[config.mk]
export PLATFORM = sky130hd
export DESIGN_NAME = frame_admission_rate_limiter
export DESIGN_NICKNAME = d
export VERILOG_FILES = /design/src/hw/rtl/frl_pkg.sv /design/src/hw/rtl/frl_ser_mul.sv /design/src/hw/rtl/frl_ser_div.sv /design/src/hw/rtl/frame_admission_rate_limiter.sv
export VERILOG_INCLUDE_DIRS = /design/src /design/src/hw/rtl
export SDC_FILE = /design/constraint.sdc
export NUM_CORES = 1
export LEC_CHECK = 0
export BUFFER_PORTS_ARGS = -buffer_cell sky130_fd_sc_hd__buf_2
export CAP_MARGIN = 20
export CORE_MARGIN = 5
export CORE_UTILIZATION = 40
export DETAILED_ROUTE_END_ITERATION = 10
export PLACE_DENSITY = 0.55
export RECOVER_POWER = 100
export SYNTH_ARGS = -nofsm -noshare
export SYNTH_HDL_FRONTEND = slang
export SYNTH_SLANG_ARGS = --single-unit
[constraint.sdc]
create_clock -name clk -period 20.7 [get_ports clk]
set_input_delay 1.035 -clock clk [delete_from_list [all_inputs] [get_ports clk]]
set_output_delay 1.035 -clock clk [all_outputs]
set_load 0.1 [all_outputs]
[src/hw/rtl/frame_admission_rate_limiter_assert.svh]
// assertion macros for the frame admission rate limiter
// used by the top level only; expects clk and arst_n in scope
`ifndef FRAME_ADMISSION_RATE_LIMITER_ASSERT_SVH
`define FRAME_ADMISSION_RATE_LIMITER_ASSERT_SVH

// condition implies consequence in the same cycle
`define FRL_ASSERT_SAME(label, ante, cons, msg) \
	label: assert property (@(posedge clk) disable iff (!arst_n) (ante) |-> (cons)) \
		else $error(msg);

// condition implies consequence in the next cycle
`define FRL_ASSERT_NEXT(label, ante, cons, msg) \
	label: assert property (@(posedge clk) disable iff (!arst_n) (ante) |=> (cons)) \
		else $error(msg);

`endif

[src/hw/rtl/frl_pkg.sv]
// shared types and constants of the frame admission rate limiter
// no dependencies; used by frl_ser_mul, frl_ser_div and the top level
package frl_pkg;

	// field and datapath widths
	localparam int TIME_W    = 48;
	localparam int DOWN_W    = 24;
	localparam int CNT_W     = 32;
	localparam int EWMA_W    = 32;
	localparam int RATE_W    = 16;
	localparam int ACC_W     = 48;
	localparam int MUL_A_W   = 32;
	localparam int DIV_W     = 28;
	localparam int STREAK_W  = 8;
	localparam int STEP_W    = 3;
	localparam int VERDICT_W = 3;
	localparam int CFG_IDX_W = 2;

	// verdict codes
	localparam logic [VERDICT_W-1:0] VERDICT_FORWARDED   = 3'd0;
	localparam logic [VERDICT_W-1:0] VERDICT_HELD        = 3'd1;
	localparam logic [VERDICT_W-1:0] VERDICT_SKIPPED     = 3'd2;
	localparam logic [VERDICT_W-1:0] VERDICT_NO_LISTENER = 3'd3;
	localparam logic [VERDICT_W-1:0] VERDICT_NOBUF       = 3'd4;
	localparam logic [VERDICT_W-1:0] VERDICT_BACKOFF     = 3'd5;

	// configuration register indexes
	localparam logic [CFG_IDX_W-1:0] REG_CAPTURE_RATE = 2'd0;
	localparam logic [CFG_IDX_W-1:0] REG_INFER_LIMIT  = 2'd1;
	localparam logic [CFG_IDX_W-1:0] REG_INFER_CFG    = 2'd2;
	localparam logic [CFG_IDX_W-1:0] REG_INFER_SW     = 2'd3;

	// configuration reset values
	localparam logic [RATE_W-1:0] CAPTURE_RATE_RST = 16'd7680;

	// dividends: microseconds and milliseconds per frame at Q8.8 rate
	localparam logic [DIV_W-1:0] INTERVAL_NUM = 28'd256000000;
	localparam logic [DIV_W-1:0] BASE_NUM     = 28'd256000;
	localparam logic [RATE_W-1:0] US_PER_MS   = 16'd1000;
	localparam int Q8_ONE                     = 256;

	// load ratio limits of ewma_q8 * fps, one unit is 65536 * 1e6
	localparam logic [ACC_W-1:0] LOAD_HI  = 48'(64'd2 * 64'd65536 * 64'd1000000);
	localparam logic [ACC_W-1:0] LOAD_MID = 48'((64'd13 * 64'd65536 * 64'd1000000) / 64'd10);

	// multiplier command
	typedef struct packed {
		logic               start;
		logic               keep;
		logic [MUL_A_W-1:0] a;
		logic [RATE_W-1:0]  b;
	} mul_cmd_t;

	// divider command
	typedef struct packed {
		logic              start;
		logic [DIV_W-1:0]  dividend;
		logic [RATE_W-1:0] divisor;
	} div_cmd_t;

endpackage

[src/hw/rtl/frl_ser_mul.sv]
// shift-add multiplier, one multiplier bit per cycle, with optional accumulate
// depends on frl_pkg
module frl_ser_mul (
	input  logic                       clk,
	input  logic                       arst_n,
	input  frl_pkg::mul_cmd_t          cmd,
	output logic                       busy,
	output logic [frl_pkg::ACC_W-1:0]  prod
);

	logic [frl_pkg::RATE_W-1:0] b_q;
	logic [frl_pkg::ACC_W-1:0]  a_q;
	logic [frl_pkg::ACC_W-1:0]  acc_q;

	assign busy = (b_q != '0);
	assign prod = acc_q;

	// multiplier bits shift out, runs until none are left
	always_ff @(posedge clk or negedge arst_n) begin
		if (!arst_n) begin
			b_q <= '0;
		end else if (cmd.start) begin
			b_q <= cmd.b;
		end else if (busy) begin
			b_q <= b_q >> 1;
		end
	end

	// multiplicand shifts up, partial product added on a set bit
	always_ff @(posedge clk) begin
		if (cmd.start) begin
			a_q <= frl_pkg::ACC_W'(cmd.a);
			if (!cmd.keep) begin
				acc_q <= '0;
			end
		end else if (busy) begin
			if (b_q[0]) begin
				acc_q <= acc_q + a_q;
			end
			a_q <= {a_q[frl_pkg::ACC_W-2:0], 1'b0};
		end
	end

endmodule

[src/hw/rtl/frl_ser_div.sv]
// restoring divider, one quotient bit per cycle
// depends on frl_pkg
module frl_ser_div (
	input  logic                       clk,
	input  logic                       arst_n,
	input  frl_pkg::div_cmd_t          cmd,
	output logic                       busy,
	output logic [frl_pkg::DIV_W-1:0]  quot
);

	localparam int CNT_BITS = $clog2(frl_pkg::DIV_W + 1);

	logic [CNT_BITS-1:0]         cnt_q;
	logic [frl_pkg::DIV_W-1:0]   q_q;
	logic [frl_pkg::RATE_W-1:0]  rem_q;
	logic [frl_pkg::RATE_W-1:0]  dvsr_q;
	logic [frl_pkg::RATE_W:0]    trial;
	logic [frl_pkg::RATE_W:0]    diff;
	logic                        fits;

	assign busy = (cnt_q != '0);
	assign quot = q_q;

	// next partial remainder
	assign trial = {rem_q, q_q[frl_pkg::DIV_W-1]};
	assign diff  = trial - {1'b0, dvsr_q};
	assign fits  = (trial >= {1'b0, dvsr_q});

	// step counter
	always_ff @(posedge clk or negedge arst_n) begin
		if (!arst_n) begin
			cnt_q <= '0;
		end else if (cmd.start) begin
			cnt_q <= CNT_BITS'(frl_pkg::DIV_W);
		end else if (busy) begin
			cnt_q <= cnt_q - 1'b1;
		end
	end

	// dividend bits shift out at the top, quotient bits in at the bottom
	always_ff @(posedge clk) begin
		if (cmd.start) begin
			q_q    <= cmd.dividend;
			rem_q  <= '0;
			dvsr_q <= cmd.divisor;
		end else if (busy) begin
			q_q   <= {q_q[frl_pkg::DIV_W-2:0], fits};
			rem_q <= fits ? diff[frl_pkg::RATE_W-1:0] : trial[frl_pkg::RATE_W-1:0];
		end
	end

endmodule

[src/hw/rtl/frame_admission_rate_limiter.sv]
// Frame admission rate limiter. Each input word is one camera event (frame read
// or failed read) and yields exactly one result word. A skipped frame or a frame
// with no listeners needs no arithmetic and goes straight to its result; a
// forwarded or held frame waits for the 28-step divider computing the frame
// interval; a failed read waits for the serial multiply over the bits of the
// effective rate, and when it triggers backoff also for the 28-step divider, then
// a 10-bit serial multiply to microseconds. One word is worked on at a time; a
// new word is taken while the previous result still waits in the output register.
// Configuration writes are meant for idle periods only.
// depends on frl_pkg, frl_ser_mul, frl_ser_div, frame_admission_rate_limiter_assert.svh
module frame_admission_rate_limiter #(
	parameter int EMA_WEIGHT_Q8    = 77,
	parameter int SAFETY_Q8        = 307,
	parameter int MAX_BACKOFF_STEP = 4,
	parameter int BACKOFF_CAP_MS   = 1000
) (
	input  logic                            clk,
	input  logic                            arst_n,
	// configuration
	input  logic                            cfg_we,
	input  logic [frl_pkg::CFG_IDX_W-1:0]   cfg_idx,
	input  logic [frl_pkg::RATE_W-1:0]      cfg_data,
	// event channel
	input  logic                            in_valid,
	output logic                            in_ready,
	input  logic                            action,
	input  logic [frl_pkg::TIME_W-1:0]      now_us,
	input  logic [frl_pkg::DOWN_W-1:0]      downstream_max_us,
	input  logic                            has_listeners,
	// result channel
	output logic                            out_valid,
	input  logic                            out_ready,
	output logic [frl_pkg::VERDICT_W-1:0]   verdict,
	output logic [frl_pkg::CNT_W-1:0]       frame_number,
	output logic [frl_pkg::CNT_W-1:0]       delivered_count,
	output logic [frl_pkg::CNT_W-1:0]       skipped_count,
	output logic [frl_pkg::CNT_W-1:0]       starved_count,
	output logic [frl_pkg::DOWN_W-1:0]      smoothed_proc_us,
	output logic [frl_pkg::TIME_W-1:0]      admit_after_us
);

	// sequencer states
	localparam logic [3:0] ST_IDLE   = 4'd0;
	localparam logic [3:0] ST_EVAL   = 4'd1;
	localparam logic [3:0] ST_EW_B   = 4'd2;
	localparam logic [3:0] ST_EW_SUM = 4'd3;
	localparam logic [3:0] ST_SAFE   = 4'd4;
	localparam logic [3:0] ST_SAFE_W = 4'd5;
	localparam logic [3:0] ST_STREAK = 4'd6;
	localparam logic [3:0] ST_BASE   = 4'd7;
	localparam logic [3:0] ST_BOFF_W = 4'd8;
	localparam logic [3:0] ST_DONE   = 4'd9;

	localparam logic [frl_pkg::STEP_W-1:0] STEP_MAX = frl_pkg::STEP_W'(MAX_BACKOFF_STEP);
	localparam logic [frl_pkg::RATE_W-1:0] W_NEW    = frl_pkg::RATE_W'(EMA_WEIGHT_Q8);
	localparam logic [frl_pkg::RATE_W-1:0] W_OLD    =
		frl_pkg::RATE_W'(frl_pkg::Q8_ONE - EMA_WEIGHT_Q8);
	localparam logic [frl_pkg::RATE_W-1:0] SAFETY   = frl_pkg::RATE_W'(SAFETY_Q8);
	localparam logic [24:0]                CAP_WIDE = 25'(BACKOFF_CAP_MS);
	localparam logic [frl_pkg::RATE_W-1:0] CAP_MS   = frl_pkg::RATE_W'(BACKOFF_CAP_MS);

	// configuration registers
	logic [frl_pkg::RATE_W-1:0] cap_rate_q;
	logic [frl_pkg::RATE_W-1:0] lim_rate_q;
	logic                       infer_cfg_q;
	logic                       infer_sw_q;

	// block state
	logic [3:0]                     state_q;
	logic [frl_pkg::EWMA_W-1:0]     ewma_q;
	logic [frl_pkg::TIME_W-1:0]     admit_q;
	logic [frl_pkg::STREAK_W-1:0]   fail_streak_q;
	logic [frl_pkg::STEP_W-1:0]     backoff_step_q;
	logic [frl_pkg::CNT_W-1:0]      next_num_q;
	logic [frl_pkg::CNT_W-1:0]      delivered_q;
	logic [frl_pkg::CNT_W-1:0]      skipped_q;
	logic [frl_pkg::CNT_W-1:0]      starved_q;
	logic [frl_pkg::VERDICT_W-1:0]  res_verdict_q;
	logic [frl_pkg::CNT_W-1:0]      res_number_q;
	logic                           out_valid_q;

	// captured word
	logic                           act_q;
	logic [frl_pkg::TIME_W-1:0]     now_q;
	logic [frl_pkg::DOWN_W-1:0]     down_q;
	logic                           listen_q;
	logic [frl_pkg::RATE_W-1:0]     fps_q;

	// output register
	logic [frl_pkg::VERDICT_W-1:0]  o_verdict_q;
	logic [frl_pkg::CNT_W-1:0]      o_number_q;
	logic [frl_pkg::CNT_W-1:0]      o_delivered_q;
	logic [frl_pkg::CNT_W-1:0]      o_skipped_q;
	logic [frl_pkg::CNT_W-1:0]      o_starved_q;
	logic [frl_pkg::DOWN_W-1:0]     o_smoothed_q;
	logic [frl_pkg::TIME_W-1:0]     o_admit_q;

	// datapath
	logic [frl_pkg::RATE_W-1:0]     fps_eff;
	frl_pkg::mul_cmd_t              mul_cmd;
	frl_pkg::div_cmd_t              div_cmd;
	logic                           mul_busy;
	logic                           div_busy;
	logic [frl_pkg::ACC_W-1:0]      prod;
	logic [frl_pkg::DIV_W-1:0]      quot;
	logic                           early_out;
	logic [39:0]                    ewma_sum;
	logic [frl_pkg::EWMA_W-1:0]     ewma_sat;
	logic [frl_pkg::DIV_W-1:0]      safe_us;
	logic [frl_pkg::DIV_W-1:0]      hold_us;
	logic [frl_pkg::TIME_W-1:0]     delta_us;
	logic [frl_pkg::TIME_W:0]       admit_sum;
	logic [frl_pkg::TIME_W-1:0]     admit_sat;
	logic [1:0]                     streak_thr;
	logic [24:0]                    cool_wide;
	logic [frl_pkg::RATE_W-1:0]     cool_ms;
	logic                           in_take;
	logic                           out_load;

	assign in_ready  = (state_q == ST_IDLE);
	assign in_take   = in_valid && in_ready;
	assign out_load  = (state_q == ST_DONE) && (!out_valid_q || out_ready);
	assign out_valid = out_valid_q;

	// effective rate: inference cap when set and lower, never zero
	always_comb begin
		fps_eff = cap_rate_q;
		if (lim_rate_q != '0 && lim_rate_q < fps_eff) begin
			fps_eff = lim_rate_q;
		end
		if (fps_eff == '0) begin
			fps_eff = frl_pkg::RATE_W'(1);
		end
	end

	// frame outside the window or nobody listening needs no arithmetic
	assign early_out = (now_q < admit_q) || !listen_q;

	// ewma fold, saturated to 32 bits
	assign ewma_sum = prod[47:8];
	assign ewma_sat = (ewma_sum[39:32] != '0) ? '1 : ewma_sum[31:0];

	// hold time is the larger of safety term and frame interval
	assign safe_us = {2'b00, prod[41:16]};
	assign hold_us = (safe_us > quot) ? safe_us : quot;

	// admission time add, shared by both update paths
	assign delta_us  = (state_q == ST_SAFE_W) ? frl_pkg::TIME_W'(hold_us)
	                                          : frl_pkg::TIME_W'(prod[25:0]);
	assign admit_sum = {1'b0, now_q} + {1'b0, delta_us};
	assign admit_sat = admit_sum[frl_pkg::TIME_W] ? '1 : admit_sum[frl_pkg::TIME_W-1:0];

	// streak threshold from the load ratio
	always_comb begin
		if (prod >= frl_pkg::LOAD_HI) begin
			streak_thr = 2'd1;
		end else if (prod >= frl_pkg::LOAD_MID) begin
			streak_thr = 2'd2;
		end else begin
			streak_thr = 2'd3;
		end
	end

	// backoff cooldown in ms, capped
	assign cool_wide = 25'(quot[17:0]) << backoff_step_q;
	assign cool_ms   = (cool_wide > CAP_WIDE) ? CAP_MS : cool_wide[frl_pkg::RATE_W-1:0];

	// commands to the serial units
	always_comb begin
		mul_cmd = '0;
		div_cmd = '0;
		div_cmd.divisor = fps_q;
		case (state_q)
			ST_EVAL: begin
				if (act_q) begin
					mul_cmd.start    = 1'b1;
					mul_cmd.a        = ewma_q;
					mul_cmd.b        = fps_q;
					div_cmd.start    = 1'b1;
					div_cmd.dividend = frl_pkg::BASE_NUM;
				end else if (!early_out) begin
					div_cmd.start    = 1'b1;
					div_cmd.dividend = frl_pkg::INTERVAL_NUM;
					if (down_q != '0) begin
						mul_cmd.start = 1'b1;
						mul_cmd.a     = ewma_q;
						mul_cmd.b     = W_OLD;
					end
				end
			end
			ST_EW_B: begin
				if (!mul_busy) begin
					mul_cmd.start = 1'b1;
					mul_cmd.keep  = 1'b1;
					mul_cmd.a     = {down_q, 8'h00};
					mul_cmd.b     = W_NEW;
				end
			end
			ST_SAFE: begin
				mul_cmd.start = 1'b1;
				mul_cmd.a     = ewma_q;
				mul_cmd.b     = SAFETY;
			end
			ST_BASE: begin
				if (!div_busy) begin
					mul_cmd.start = 1'b1;
					mul_cmd.a     = frl_pkg::MUL_A_W'(cool_ms);
					mul_cmd.b     = frl_pkg::US_PER_MS;
				end
			end
			default: begin
			end
		endcase
	end

	frl_ser_mul u_mul (
		.clk    (clk),
		.arst_n (arst_n),
		.cmd    (mul_cmd),
		.busy   (mul_busy),
		.prod   (prod)
	);

	frl_ser_div u_div (
		.clk    (clk),
		.arst_n (arst_n),
		.cmd    (div_cmd),
		.busy   (div_busy),
		.quot   (quot)
	);

	// configuration writes
	always_ff @(posedge clk or negedge arst_n) begin
		if (!arst_n) begin
			cap_rate_q  <= frl_pkg::CAPTURE_RATE_RST;
			lim_rate_q  <= '0;
			infer_cfg_q <= 1'b1;
			infer_sw_q  <= 1'b1;
		end else if (cfg_we) begin
			case (cfg_idx)
				frl_pkg::REG_CAPTURE_RATE: cap_rate_q  <= cfg_data;
				frl_pkg::REG_INFER_LIMIT:  lim_rate_q  <= cfg_data;
				frl_pkg::REG_INFER_CFG:    infer_cfg_q <= cfg_data[0];
				frl_pkg::REG_INFER_SW:     infer_sw_q  <= cfg_data[0];
				default: begin
				end
			endcase
		end
	end

	// capture the incoming word and its effective rate
	always_ff @(posedge clk) begin
		if (in_take) begin
			act_q    <= action;
			now_q    <= now_us;
			down_q   <= downstream_max_us;
			listen_q <= has_listeners;
			fps_q    <= fps_eff;
		end
	end

	// sequencer and limiter state
	always_ff @(posedge clk or negedge arst_n) begin
		if (!arst_n) begin
			state_q        <= ST_IDLE;
			ewma_q         <= '0;
			admit_q        <= '0;
			fail_streak_q  <= '0;
			backoff_step_q <= '0;
			next_num_q     <= '0;
			delivered_q    <= '0;
			skipped_q      <= '0;
			starved_q      <= '0;
			res_verdict_q  <= frl_pkg::VERDICT_FORWARDED;
			res_number_q   <= '0;
		end else begin
			case (state_q)
				ST_IDLE: begin
					if (in_valid) begin
						state_q <= ST_EVAL;
					end
				end
				ST_EVAL: begin
					res_number_q <= '0;
					if (act_q) begin
						starved_q <= starved_q + 1'b1;
						if (fail_streak_q != '1) begin
							fail_streak_q <= fail_streak_q + 1'b1;
						end
						state_q <= ST_STREAK;
					end else begin
						fail_streak_q  <= '0;
						backoff_step_q <= '0;
						if (now_q < admit_q) begin
							skipped_q     <= skipped_q + 1'b1;
							res_verdict_q <= frl_pkg::VERDICT_SKIPPED;
							state_q       <= ST_DONE;
						end else begin
							res_number_q <= next_num_q;
							next_num_q   <= next_num_q + 1'b1;
							if (!listen_q) begin
								res_verdict_q <= frl_pkg::VERDICT_NO_LISTENER;
								state_q       <= ST_DONE;
							end else begin
								res_verdict_q <= (infer_cfg_q && infer_sw_q) ?
									frl_pkg::VERDICT_FORWARDED : frl_pkg::VERDICT_HELD;
								delivered_q   <= delivered_q + 1'b1;
								state_q       <= (down_q != '0) ? ST_EW_B : ST_SAFE;
							end
						end
					end
				end
				ST_EW_B: begin
					if (!mul_busy) begin
						state_q <= ST_EW_SUM;
					end
				end
				ST_EW_SUM: begin
					if (!mul_busy) begin
						ewma_q  <= ewma_sat;
						state_q <= ST_SAFE;
					end
				end
				ST_SAFE: begin
					state_q <= ST_SAFE_W;
				end
				ST_SAFE_W: begin
					if (!mul_busy && !div_busy) begin
						admit_q <= admit_sat;
						state_q <= ST_DONE;
					end
				end
				ST_STREAK: begin
					if (!mul_busy) begin
						if (fail_streak_q >= frl_pkg::STREAK_W'(streak_thr)) begin
							state_q <= ST_BASE;
						end else begin
							res_verdict_q <= frl_pkg::VERDICT_NOBUF;
							state_q       <= ST_DONE;
						end
					end
				end
				ST_BASE: begin
					if (!div_busy) begin
						if (backoff_step_q < STEP_MAX) begin
							backoff_step_q <= backoff_step_q + 1'b1;
						end
						state_q <= ST_BOFF_W;
					end
				end
				ST_BOFF_W: begin
					if (!mul_busy) begin
						admit_q       <= admit_sat;
						res_verdict_q <= frl_pkg::VERDICT_BACKOFF;
						state_q       <= ST_DONE;
					end
				end
				ST_DONE: begin
					if (out_load) begin
						state_q <= ST_IDLE;
					end
				end
				default: begin
					state_q <= ST_IDLE;
				end
			endcase
		end
	end

	// result word valid
	always_ff @(posedge clk or negedge arst_n) begin
		if (!arst_n) begin
			out_valid_q <= 1'b0;
		end else if (out_load) begin
			out_valid_q <= 1'b1;
		end else if (out_ready) begin
			out_valid_q <= 1'b0;
		end
	end

	// result word payload, a snapshot so the next word can update state
	always_ff @(posedge clk) begin
		if (out_load) begin
			o_verdict_q   <= res_verdict_q;
			o_number_q    <= res_number_q;
			o_delivered_q <= delivered_q;
			o_skipped_q   <= skipped_q;
			o_starved_q   <= starved_q;
			o_smoothed_q  <= ewma_q[31:8];
			o_admit_q     <= admit_q;
		end
	end

	assign verdict          = o_verdict_q;
	assign frame_number     = o_number_q;
	assign delivered_count  = o_delivered_q;
	assign skipped_count    = o_skipped_q;
	assign starved_count    = o_starved_q;
	assign smoothed_proc_us = o_smoothed_q;
	assign admit_after_us   = o_admit_q;

	// checks
	`include "frame_admission_rate_limiter_assert.svh"

	`FRL_ASSERT_SAME(a_unnumbered_verdicts, out_valid_q && (o_verdict_q == frl_pkg::VERDICT_SKIPPED || o_verdict_q == frl_pkg::VERDICT_NOBUF || o_verdict_q == frl_pkg::VERDICT_BACKOFF), o_number_q == '0, "frame number set on a verdict without a number")
	`FRL_ASSERT_NEXT(a_read_clears_streak, state_q == ST_EVAL && !act_q, fail_streak_q == '0 && backoff_step_q == '0, "successful read left streak or backoff")
	`FRL_ASSERT_SAME(a_step_bounded, state_q != ST_IDLE || state_q == ST_IDLE, backoff_step_q <= STEP_MAX || STEP_MAX == '0 && backoff_step_q == '0, "backoff step beyond its maximum")

endmodule

==> out/qor.yml, run 1 <==
worst_setup_path:
  criticalPathCategory: "input port to async pin"
  cp_top_family: "buffers and inverters"
  critical_path_rt_ns: 21.38
  timing.critical_path.cells: "clkbuf_1 > clkbuf_1 > clkbuf_1 > buf_4"
  worstPathBufferInverterCount: 4
  crit_start: "arst_n"
  cp_slowest_cell: "sky130_fd_sc_hd__clkbuf_1"
  cp_max_fo: 91
  r2r_slack_ns: 12.62
  critical_path.startpoint_type: "input port"
  worstReg2RegEnd: "skipped_count[2]"
  critPathArrivalTime_ns: 10.72
  register_to_register_path_depth: 5
  cpPeakStageDelay_ns: 3.60
  wp_depth: 4
  crit_end: "ewma_q[16]"
  worst_r2r_startpoint: "state_q[1]"
  cell_seen_most_often_among_critical_path_stages: "sky130_fd_sc_hd__clkbuf_1"
  cp-end-kind: "async pin"
logic_synthesis:
  mappedNetlistNets: 3513
  synth-seq-cells: 763
  synthesis.yosys.warnings: 0
  yosysUniqueCellTypes: 87
  number_of_synthesized_flops_with_an_enable_pin: 417
  synthesis.area_per_instance_sq_um: 11.4
  synth-async-reset-ratio_pct: 41.2
  synth_cells: 3225
  netlist.top_cell.by_area: "sky130_fd_sc_hd__edfxtp_1"
  ys_seq_area_share_pct: 57.3
  synth.top_cell.area_share_pct: 34.1
  dominantRegCellSynth: "sky130_fd_sc_hd__edfxtp_1"
  synth.top_cells.by_area: "sky130_fd_sc_hd__edfxtp_1 34%, sky130_fd_sc_hd__dfrtp_1 21%, sky130_fd_sc_hd__ha_1 6.4%"
  synthesis.area_sq_um: 36700
finish:
  syn2layout_area_growth_pct: 14.1
  fraction_of_layout_cells_with_a_size_suffix_above_1_pct: 8.41
  final-instance-count-excl-fill: 4787
  stdcell_area_sq_um: 41900
  n_antenna_cell: 0
  nNetsFinal: 3817
  utilization_pct: 45.8
clock_tree:
  htree_num_levels: 3
  cts-buffers-inserted: 86
  insertion_delay_ns: 0.66
  clock_sinks: 763
  cts_post_setup_buffers_inserted: 0
  worst_setup_hold_path_clk_slew_ns: 0.06
  cts_repair_resize_count: 0
  tritoncts: "yes"
  clock_tree.root_cell: "sky130_fd_sc_hd__clkbuf_16"
  post_cts_hold_buffer_count: 0
  clock_path_buffers: 3
sta:
  max_slew.worst_pin.slew_ns: 5.25
  final_setup_violating_endpoints: 0
  post-route-period-util_pct: 48.5
  slew-limit-headroom_pct: -250
  finalMaxSlewViolations: 1092
  timing_hold_violations_final: 0
  rsz0062_at_grt: "false"
  timing.final.crit_period_ns: 10.04
  final.hold.worst_slack_ns: 0.448
  worst_clock_skew_ns: 0.0208
  achievable-frequency_mhz: 99.6
  setup-tns-final_ns: 0
detailed_routing:
  post_drt_via_cell_ratio: 5.40
  ant_nets: 0
  remaining_drc_errors: 0
  wl_per_cell_microns: 20.7
  first_pass_iters: 6
  detailroute.via_count: 25800
  drt_iter0_drc: 2097
  drt_wl_total_microns: 98900
grt:
  grt_overflow: 0
  grt_pass1_vias: 25300
  grt_max_degree: 92
  grt_antenna_before_repair: 1
  grt_first_pass_wirelength_microns: 153000
  grt_usage_pct: 19.7
run_status:
  violations_in_the_final_reports: "max-capacitance violations, max-slew violations"
  outcome: "finished, violations left"
floorplan:
  initial_core_util_pct: 40.2
  fp.dieH_microns: 313
  io_pins: 302
  fp.coreArea_sq_um: 91400
  die_area_sq_um: 98000
  core.rowCount: 111
  die_wd_microns: 313
power:
  sequentialPowerShare_pct: 37.3
  p_switching_mw: 2.62
  share_clk_of_total_power_pct: 24.2
  internal-power_mw: 3.78
  static-leakage-power_nw: 17.1
  powerDensity_nw_per_um2: 153
  sw_ratio_pct: 40.9
  ir_worst_vdd_mv: 0.0667
  power.combinational.fraction_pct: 38.5
placement:
  post_dp_cell_area_sq_um: 39500
  gp_congestion: 0.876
  portBuffers: 301
  detailed_placement_wirelength_estimate_microns: 70900
  place.detailed.instances: 4626
run:
  drv_cap: 26
min_path:
  worst_hold_path_type: "flop to flop"
-- logic make-up after synthesis --
family,share of synthesized area (%)
flip-flops,57.3
AND/OR/NAND/NOR,12.7
adder cells (fa/ha/maj),6.57
AO/OA/AOI/OAI,12.9
XOR/XNOR,5.03
multiplexers,2.51
buffers and inverters,2.99
-- final cells by class --
| class | instances | area [sq um] |
|---|---|---|
| fill | 8625 | 49500 |
| sequential | 763 | 21000 |
| multi-input combinational | 2188 | 14500 |
| clock buffer | 109 | 2330 |
| tap | 1186 | 1480 |
| timing repair buffer | 339 | 1430 |
| inverter | 151 | 567 |
| clock inverter | 51 | 531 |
-- power groups by stage --
stage | clock [mW] | sequential (mW) | combinational, mW
2_1_floorplan | 0 | 2.66 | 1.58
3_3_place_gp | 0 | 2.39 | 2.49
3_5_place_dp | 0 | 2.39 | 2.49
4_1_cts | 1.59 | 2.37 | 2.50
5_1_grt | 1.66 | 2.43 | 2.72
6_report | 1.55 | 2.39 | 2.47
-- metrics by stage --
stage | total power, mW | worst slack [ns]
2_1_floorplan | 4.23 | 4.87
3_3_place_gp | 4.88 | 14.86
3_5_place_dp | 4.89 | 14.86
4_1_cts | 6.47 | 14.82
5_1_grt | 6.81 | 8.51
6_report | 6.41 | 10.66
-- Yosys cell counts (7+ instances only) --
master / count
sky130_fd_sc_hd__a221o_1: 35
sky130_fd_sc_hd__dfrtp_1: 308
sky130_fd_sc_hd__and3_1: 39
sky130_fd_sc_hd__xnor2_1: 105
sky130_fd_sc_hd__o31ai_1: 7
sky130_fd_sc_hd__ha_1: 188
sky130_fd_sc_hd__o21ai_0: 189
sky130_fd_sc_hd__and4_1: 19
sky130_fd_sc_hd__clkbuf_1: 86
sky130_fd_sc_hd__a22oi_1: 14
sky130_fd_sc_hd__xor2_1: 106
sky130_fd_sc_hd__o21a_1: 17
sky130_fd_sc_hd__o21bai_1: 13
sky130_fd_sc_hd__nand4_1: 71
sky130_fd_sc_hd__or2_2: 12
sky130_fd_sc_hd__nand3_1: 89
sky130_fd_sc_hd__inv_1: 151
sky130_fd_sc_hd__nor4_1: 48
sky130_fd_sc_hd__a21o_1: 85
sky130_fd_sc_hd__a31oi_1: 34
sky130_fd_sc_hd__or3_1: 14
sky130_fd_sc_hd__mux2i_1: 45
sky130_fd_sc_hd__nor3_1: 55
sky130_fd_sc_hd__nor2_1: 255
sky130_fd_sc_hd__nand2_1: 270
sky130_fd_sc_hd__mux2_2: 35
sky130_fd_sc_hd__buf_2: 25
sky130_fd_sc_hd__o211ai_1: 16
sky130_fd_sc_hd__and2_1: 37
sky130_fd_sc_hd__nand2b_1: 19
sky130_fd_sc_hd__a211oi_1: 20
sky130_fd_sc_hd__o22ai_1: 7
sky130_fd_sc_hd__nor2b_1: 16
sky130_fd_sc_hd__edfxtp_1: 417
sky130_fd_sc_hd__a21oi_1: 193
sky130_fd_sc_hd__dfxtp_1: 32
sky130_fd_sc_hd__a22o_1: 34
-- registers in the layout (all words and copies together), names as in the netlist, 48 cells and up --
name            cells
admit_after_us     48
admit_q            48
now_q              48
u_mul.a_q          48
u_mul.prod         48
-- worst min-delay path by stage --
stage                           startpoint                  to  depth (start not counted)
after floorplan                  fps_q[15]    u_div.dvsr_q[15]                          0
after global placement         admit_q[36]  admit_after_us[36]                          0
after detailed placement  res_number_q[29]    frame_number[29]                          0
after CTS                           arst_n       starved_q[31]                          1
after global routing           admit_q[36]  admit_after_us[36]                          0
final                          admit_q[27]  admit_after_us[27]                          0
-- routing by layer --
metal | global-route usage, % | wire [microns] | vias to the layer above
met5 | 0 | 13 | -
met4 | 5.15 | 2010 | 2
met3 | 3.35 | 5580 | 107
met2 | 30.5 | 44100 | 656
met1 | 29.0 | 47200 | 12600
li1 | - | - | 12400
-- placed cells by master, fill, tap and decap left out, drive strengths merged, types with 35 or more instances in the layout --
cell,count
edfxtp,417
clkbuf,349
dfrtp,308
nand2,273
nor2,256
a21oi,197
o21ai,196
ha,188
inv,156
xor2,106
xnor2,105
buf,99
nand3,90
a21o,85
nand4,71
nor3,57
nor4,50
mux2i,45
and3,39
mux2,38
and2,37
a221o,35
Note: power is estimated with default switching activity, not from simulation.
==> inputs of run 2 (changes only) <==
==> constraint.sdc (replaced) <==
create_clock -name clk -period 9.3 [get_ports clk]
set_input_delay 0.465 -clock clk [delete_from_list [all_inputs] [get_ports clk]]
set_output_delay 0.465 -clock clk [all_outputs]
set_load 0.1 [all_outputs]
==> out/qor.yml, run 2 (same netlist as run 1, synthesis figures left out) <==
detailed_routing:
  drt_wl_total_microns: 98300  # -0.65%
  ant_nets: 0  # unchanged
  first_pass_iters: 5  # -1
  post_drt_via_cell_ratio: 5.36  # -0.61%
  remaining_drc_errors: 0  # unchanged
  drt_iter0_drc: 2118  # +1.0%
  detailroute.via_count: 26100  # +1.1%
  wl_per_cell_microns: 20.2  # -2.3%
clock_tree:
  clock_tree.root_cell: "sky130_fd_sc_hd__clkbuf_16"
  cts-buffers-inserted: 86  # unchanged
  htree_num_levels: 3  # unchanged
  cts_post_setup_buffers_inserted: 0  # unchanged
  clock_path_buffers: 3  # unchanged
  post_cts_hold_buffer_count: 81  # +81
  tritoncts: "yes"
  cts_repair_resize_count: 0  # unchanged
  insertion_delay_ns: 0.66  # about the same
  worst_setup_hold_path_clk_slew_ns: 0.06  # about the same
  clock_sinks: 763  # unchanged
sta:
  final.hold.worst_slack_ns: 0.0538  # -0.394 ns
  slew-limit-headroom_pct: -257  # -7.3 points
  setup-tns-final_ns: 0  # unchanged
  post-route-period-util_pct: 74.9
  timing_hold_violations_final: 0  # unchanged
  finalMaxSlewViolations: 928  # -15%
  postLayoutSetupSlackWorst_ns: 2.34  # -8.33 ns
  worst_clock_skew_ns: 0.0217  # +0.000825 ns
  timing.final.crit_period_ns: 6.96
  max_slew.worst_pin.slew_ns: 5.36  # +0.110 ns
  final_setup_violating_endpoints: 0  # unchanged
  achievable-frequency_mhz: 144
  rsz0062_at_grt: "false"
finish:
  mostFrequentLayoutCells: "417 x sky130_fd_sc_hd__edfxtp_1, 308 x sky130_fd_sc_hd__dfrtp_1, 273 x sky130_fd_sc_hd__nand2_1, 259 x sky130_fd_sc_hd__clkbuf_1, 252 x sky130_fd_sc_hd__nor2_1"
  most_common_cell_after_layout_fill_and_taps_aside: "sky130_fd_sc_hd__edfxtp_1"
  nNetsFinal: 3896  # +2.1%
  fraction_of_layout_cells_with_a_size_suffix_above_1_pct: 8.04  # -0.38 points
  n_fill_cell: 8548  # -0.89%
  syn2layout_area_growth_pct: 16.4
grt:
  grt_first_pass_wirelength_microns: 152000  # -0.43%
  grt_overflow: 0  # unchanged
  grt_usage_pct: 19.5  # -0.17 points
  grt_antenna_before_repair: 3  # +2
  grt_max_degree: 110  # +20%
  grt_pass1_vias: 25700  # +1.8%
run:
  drv_cap: 22  # -15%
worst_setup_path:
  criticalPathCategory: "flop to flop"
  register_to_register_path_depth: 21  # +16
  worst_r2r_startpoint: "u_mul.prod[17]"
  critical_path.startpoint_type: "flop"
  r2r_slack_ns: 2.34  # -10.28 ns
  cp_max_fo: 14  # -85%
  cp-end-kind: "flop"
  worstReg2RegEnd: "admit_q[28]"
  critical_path_rt_ns: 9.76  # -11.62 ns
  critPathArrivalTime_ns: 7.42  # -3.30 ns
floorplan:
  io_pins: 302  # unchanged
  fp.dieH_microns: 313  # unchanged
  core.rowCount: 111  # unchanged
  fp.coreArea_sq_um: 91400  # unchanged
  initial_core_util_pct: 40.2  # unchanged
  die_wd_microns: 313  # unchanged
  die_area_sq_um: 98000  # unchanged
power:
  p_switching_mw: 5.79  # +120%
  power.combinational.fraction_pct: 38.4  # about the same
  share_clk_of_total_power_pct: 24.3  # about the same
  internal-power_mw: 8.45  # +120%
  powerDensity_nw_per_um2: 333  # +120%
  sw_ratio_pct: 40.7  # -0.26 points
  ir_worst_vdd_mv: 0.264  # +300%
  sequentialPowerShare_pct: 37.3  # about the same
  static-leakage-power_nw: 17.5  # +2.1%
run_status:
  violations_in_the_final_reports: "max-capacitance violations, max-slew violations"
  outcome: "finished, violations left"
min_path:
  worst_hold_path_type: "input port to flop"
  min_from: "cfg_data[6]"
  whs_endpoint: "cap_rate_q[6]"
  timing.hold.worst_path_depth: 3  # +3
placement:
  detailed_placement_wirelength_estimate_microns: 70100  # -1.1%
  post-place-ws_ns: 3.41  # -11.45 ns
  portBuffers: 301  # unchanged
  gp_congestion: 0.884  # +0.93%
[run 2: cell count changes in the layout (fill, tap and decap cells not counted), moves of 2 or more]
cell,delta
sky130_fd_sc_hd__buf_2,-5
sky130_fd_sc_hd__clkbuf_1,+4
sky130_fd_sc_hd__clkbuf_2,+3
sky130_fd_sc_hd__clkinv_1,-2
sky130_fd_sc_hd__clkinv_2,-2
sky130_fd_sc_hd__dfstp_1,+2
sky130_fd_sc_hd__dfstp_2,-2
sky130_fd_sc_hd__dlygate4sd3_1,+81
sky130_fd_sc_hd__mux2_1,+2
sky130_fd_sc_hd__mux2_2,-2
[run 2: layout make-up]
cell class                      instances  area [sq um]  area share [%]
Multi-Input combinational cell       2188         14500            34.0
Clock buffer                          116          2380            5.56
Timing Repair Buffer                  418          2250            5.26
Antenna cell                            1          2.50         0.00586
Sequential cell                       763         21000            49.2
Clock inverter                         46           500            1.17
Tap cell                             1186          1480            3.47
Inverter                              151           567            1.33
[run 2: how the worst max path moves through the flow]
stage | startpoint | slack [ns] | end
2_1_floorplan | state_q[0] | 2.79 | act_q
3_3_place_gp | u_mul.prod[37] | 3.47 | admit_q[35]
3_5_place_dp | u_mul.prod[37] | 3.41 | admit_q[35]
4_1_cts | u_mul.prod[37] | 3.35 | admit_q[35]
5_1_grt | u_mul.prod[26] | 1.84 | admit_q[28]
6_report | u_mul.prod[17] | 2.34 | admit_q[28]
[run 2: critical path, cell delays in order (launching register included)]
cell	delay (ns)
sky130_fd_sc_hd__edfxtp_1	0.51
sky130_fd_sc_hd__ha_1	0.35
sky130_fd_sc_hd__nor2b_1	0.12
sky130_fd_sc_hd__o21ai_0	0.07
sky130_fd_sc_hd__nand2b_1	0.08
sky130_fd_sc_hd__a21oi_1	0.09
sky130_fd_sc_hd__o221ai_1	0.23
sky130_fd_sc_hd__a21oi_1	0.11
sky130_fd_sc_hd__a31oi_1	1.57
sky130_fd_sc_hd__buf_4	0.48
sky130_fd_sc_hd__mux2i_1	0.22
sky130_fd_sc_hd__a21oi_1	0.10
sky130_fd_sc_hd__ha_1	0.38
sky130_fd_sc_hd__and3_1	0.25
sky130_fd_sc_hd__and2_1	0.19
sky130_fd_sc_hd__a21o_1	0.19
sky130_fd_sc_hd__a21o_1	0.17
sky130_fd_sc_hd__a2bb2oi_1	0.32
sky130_fd_sc_hd__a211o_1	0.31
sky130_fd_sc_hd__nor3_1	0.09
sky130_fd_sc_hd__nor2_1	0.74
sky130_fd_sc_hd__a22oi_1	0.18
[run 2: power by group through the flow]
stage	Sequential [mW]	Combinational [mW]	Clock, mW
final	5.31	5.47	3.46
after global routing	5.40	6.05	3.70
after CTS	5.28	5.56	3.56
after detailed placement	5.34	5.51	0
after global placement	5.33	5.50	0
after floorplan	5.87	3.51	0
[run 2: metrics by stage]
stage               utilization [%]  total power [mW]  cell area, sq um  instances
floorplan                         -              9.38             36700       3225
global placement               43.3              10.8             39500       4625
detailed placement             43.3              10.8             39500       4625
CTS                            47.3              14.4             43200       4868
global route                   46.8              15.1             42700       4869
finish                         46.8              14.2             42700       4869
[run 2: metal layers]
metal | vias to the layer above | part of all wire [%] | GRT usage [%]
li1 | 12600 | - | -
met4 | 4 | 2.3 | 5.46
met1 | 12800 | 47 | 28.6
met5 | - | 0.021 | 0
met2 | 635 | 45 | 30.6
met3 | 126 | 5.3 | 2.94
==> inputs of run 3 (changes only) <==
--- a/config.mk
+++ b/config.mk
@@ -11,7 +11,7 @@
 export CORE_MARGIN = 5
 export CORE_UTILIZATION = 40
 export DETAILED_ROUTE_END_ITERATION = 10
-export PLACE_DENSITY = 0.55
+export PLACE_DENSITY = 0.57
 export RECOVER_POWER = 100
 export SYNTH_ARGS = -nofsm -noshare
 export SYNTH_HDL_FRONTEND = slang
==> constraint.sdc (replaced) <==
create_clock -name clk -period 5.99 [get_ports clk]
set_input_delay 0.2995 -clock clk [delete_from_list [all_inputs] [get_ports clk]]
set_output_delay 0.2995 -clock clk [all_outputs]
set_load 0.1 [all_outputs]
==> out/qor.yml, run 3 (same netlist as run 1, synthesis figures left out) <==
worst_setup_path:
  cp-end-kind: "flop"
  timing.critical_path.cells: "ha_1 > a21o_1 > a21o_1 > a21o_1 > a21oi_1 > o221ai_1 > a21oi_1 > a31oi_4 > mux2i_1 > a21oi_1 > ha_1 > inv_1 > fa_1 > nor2b_1 > o211ai_1 > a31oi_1 > a21o_1 > a2bb2oi_1 > a211o_1 > or3_1 > a211o_1 > o21ai_0"
  critical_path_rt_ns: 6.57  # -3.19 ns
  cp_slowest_cell: "sky130_fd_sc_hd__or3_1"
  cp_max_fo: 11  # -3
  cell_seen_most_often_among_critical_path_stages: "sky130_fd_sc_hd__a21o_1"
  criticalPathCategory: "flop to flop"
  cpPeakStageDelay_ns: 0.61  # -0.96 ns
  critical_path.startpoint_type: "flop"
  critPathArrivalTime_ns: 6.20  # -1.22 ns
power:
  ir_worst_vdd_mv: 0.245  # -7.0%
  static-leakage-power_nw: 17.7  # +1.1%
  powerDensity_nw_per_um2: 519  # +56%
finish:
  mostFrequentLayoutCells: "417 x sky130_fd_sc_hd__edfxtp_1, 307 x sky130_fd_sc_hd__dfrtp_1, 273 x sky130_fd_sc_hd__nand2_1, 250 x sky130_fd_sc_hd__nor2_1, 243 x sky130_fd_sc_hd__clkbuf_1"
  fraction_of_layout_cells_with_a_size_suffix_above_1_pct: 8.96  # +0.92 points
  most_common_cell_after_layout_fill_and_taps_aside: "sky130_fd_sc_hd__edfxtp_1"
  stdcell_area_sq_um: 43100  # +0.91%
  nNetsFinal: 3921  # +0.64%
  syn2layout_area_growth_pct: 17.4
  final-instance-count-excl-fill: 4893  # +0.49%
detailed_routing:
  post_drt_via_cell_ratio: 5.38  # +0.20%
  ant_nets: 0  # unchanged
  drt_iter0_drc: 2476  # +17%
  remaining_drc_errors: 0  # unchanged
  wl_per_cell_microns: 20.1  # -0.46%
  detailroute.via_count: 26300  # +0.69%
  first_pass_iters: 7  # +2
  drt_wl_total_microns: 98300  # about the same
placement:
  post-place-ws_ns: 0.342  # -3.06 ns
  post_dp_cell_area_sq_um: 39700  # +0.30%
  portBuffers: 301  # unchanged
  place.detailed.instances: 4637  # +0.26%
  gp_congestion: 0.926  # +4.8%
  detailed_placement_wirelength_estimate_microns: 70400  # +0.36%
grt:
  grt_usage_pct: 19.6  # +0.083 points
  grt_pass1_vias: 25900  # +0.51%
  grt_max_degree: 179  # +63%
  grt_first_pass_wirelength_microns: 153000  # +0.59%
  grt_overflow: 0  # unchanged
  grt_antenna_before_repair: 1  # -2
sta:
  timing_hold_violations_final: 0  # unchanged
  finalMaxSlewViolations: 512  # -45%
  setup-tns-final_ns: 0  # unchanged
  final_setup_violating_endpoints: 0  # unchanged
  rsz0062_at_grt: "false"
  slew-limit-headroom_pct: -209  # +48 points
  post-route-period-util_pct: 93.8  # +19 points
  max_slew.worst_pin.slew_ns: 4.64  # -0.717 ns
  timing.final.crit_period_ns: 5.62  # -1.35 ns
  postLayoutSetupSlackWorst_ns: 0.373  # -1.96 ns
  worst_clock_skew_ns: 0.0168  # -0.00481 ns
  final.hold.worst_slack_ns: 0.0536  # -0.000189 ns
  achievable-frequency_mhz: 178  # +24%
clock_tree:
  worst_setup_hold_path_clk_slew_ns: 0.06  # about the same
  cts_post_setup_buffers_inserted: 0  # unchanged
  clock_tree.root_cell: "sky130_fd_sc_hd__clkbuf_16"
  htree_num_levels: 3  # unchanged
  clock_sinks: 763  # unchanged
  cts-buffers-inserted: 86  # unchanged
  tritoncts: "yes"
  insertion_delay_ns: 0.66  # about the same
  clock_path_buffers: 3  # unchanged
min_path:
  worst_hold_path_type: "input port to flop"
run_status:
  violations_in_the_final_reports: "max-capacitance violations, max-slew violations"
  outcome: "finished, violations left"
floorplan:
  initial_core_util_pct: 40.2  # unchanged
  die_area_sq_um: 98000  # unchanged
  io_pins: 302  # unchanged
  core.rowCount: 111  # unchanged
  fp.coreArea_sq_um: 91400  # unchanged
  die_wd_microns: 313  # unchanged
  fp.dieH_microns: 313  # unchanged
run:
  drv_cap: 9  # -59%
-- run 3: final cells by class --
| cell class | instances | area, sq um |
|---|---|---|
| Fill cell | 8510 | 48300 |
| Sequential cell | 763 | 21000 |
| Multi-Input combinational cell | 2188 | 14600 |
| Timing Repair Buffer | 443 | 2490 |
| Clock buffer | 111 | 2390 |
| Tap cell | 1186 | 1480 |
| Clock inverter | 50 | 583 |
| Inverter | 151 | 567 |
| Antenna cell | 1 | 2.50 |
-- run 3: critical path: cells and delay by family, from the launching register on --
family | cells | cell delay (ns)
mux | 1 | 0.17
flops | 1 | 0.50
simple gates | 2 | 0.78
buf+inv | 1 | 0.05
compound gates | 15 | 3.06
fa+ha+maj | 3 | 0.95
-- run 3: power by group --
group	internal, mW	switching (mW)
Clock	3.27	2.22
Sequential	7.15	1.08
Combinational	2.90	5.77
Total	13.3	9.06
-- run 3: worst paths after layout --
| path | from | to | slack (ns) | cells after the start |
|---|---|---|---|---|
| min | cfg_idx[0] | infer_cfg_q | 0.05 | 3 |
| min in group asynchronous | arst_n | delivered_q[11] | 1.87 | 2 |
| max in group asynchronous | arst_n | ewma_q[11] | 1.14 | 3 |
| max reg2reg | u_mul.prod[21] | admit_q[35] | 0.37 | 22 |
| max | u_mul.prod[21] | admit_q[35] | 0.37 | 22 |
| min reg2reg | admit_q[32] | admit_after_us[32] | 0.45 | 0 |
-- run 3: layer usage --
metal	share of wire (%)	wire (microns)	GRT usage, %	vias up
li1	-	-	-	12600
met1	47	46500	28.6	12800
met2	45	44400	30.7	716
met3	5.4	5270	3.00	127
met4	2.2	2160	5.60	0
met5	0	0	0	-
-- run 3: per-stage QoR --
| step | power (mW) | util [%] |
|---|---|---|
| 4_1_cts | 22.6 | 47.7 |
| 3_3_place_gp | 16.9 | 43.4 |
| 3_5_place_dp | 16.9 | 43.4 |
| 5_1_grt | 23.8 | 47.2 |
| 6_report | 22.4 | 47.2 |
| 2_1_floorplan | 14.6 | - |
-- run 3: timing repair --
item | CTS | global route
hold endpoints to repair | 188 | 0
resized for setup | 0 | 1
setup endpoints to repair | 0 | 12
hold buffers | 94 | 0
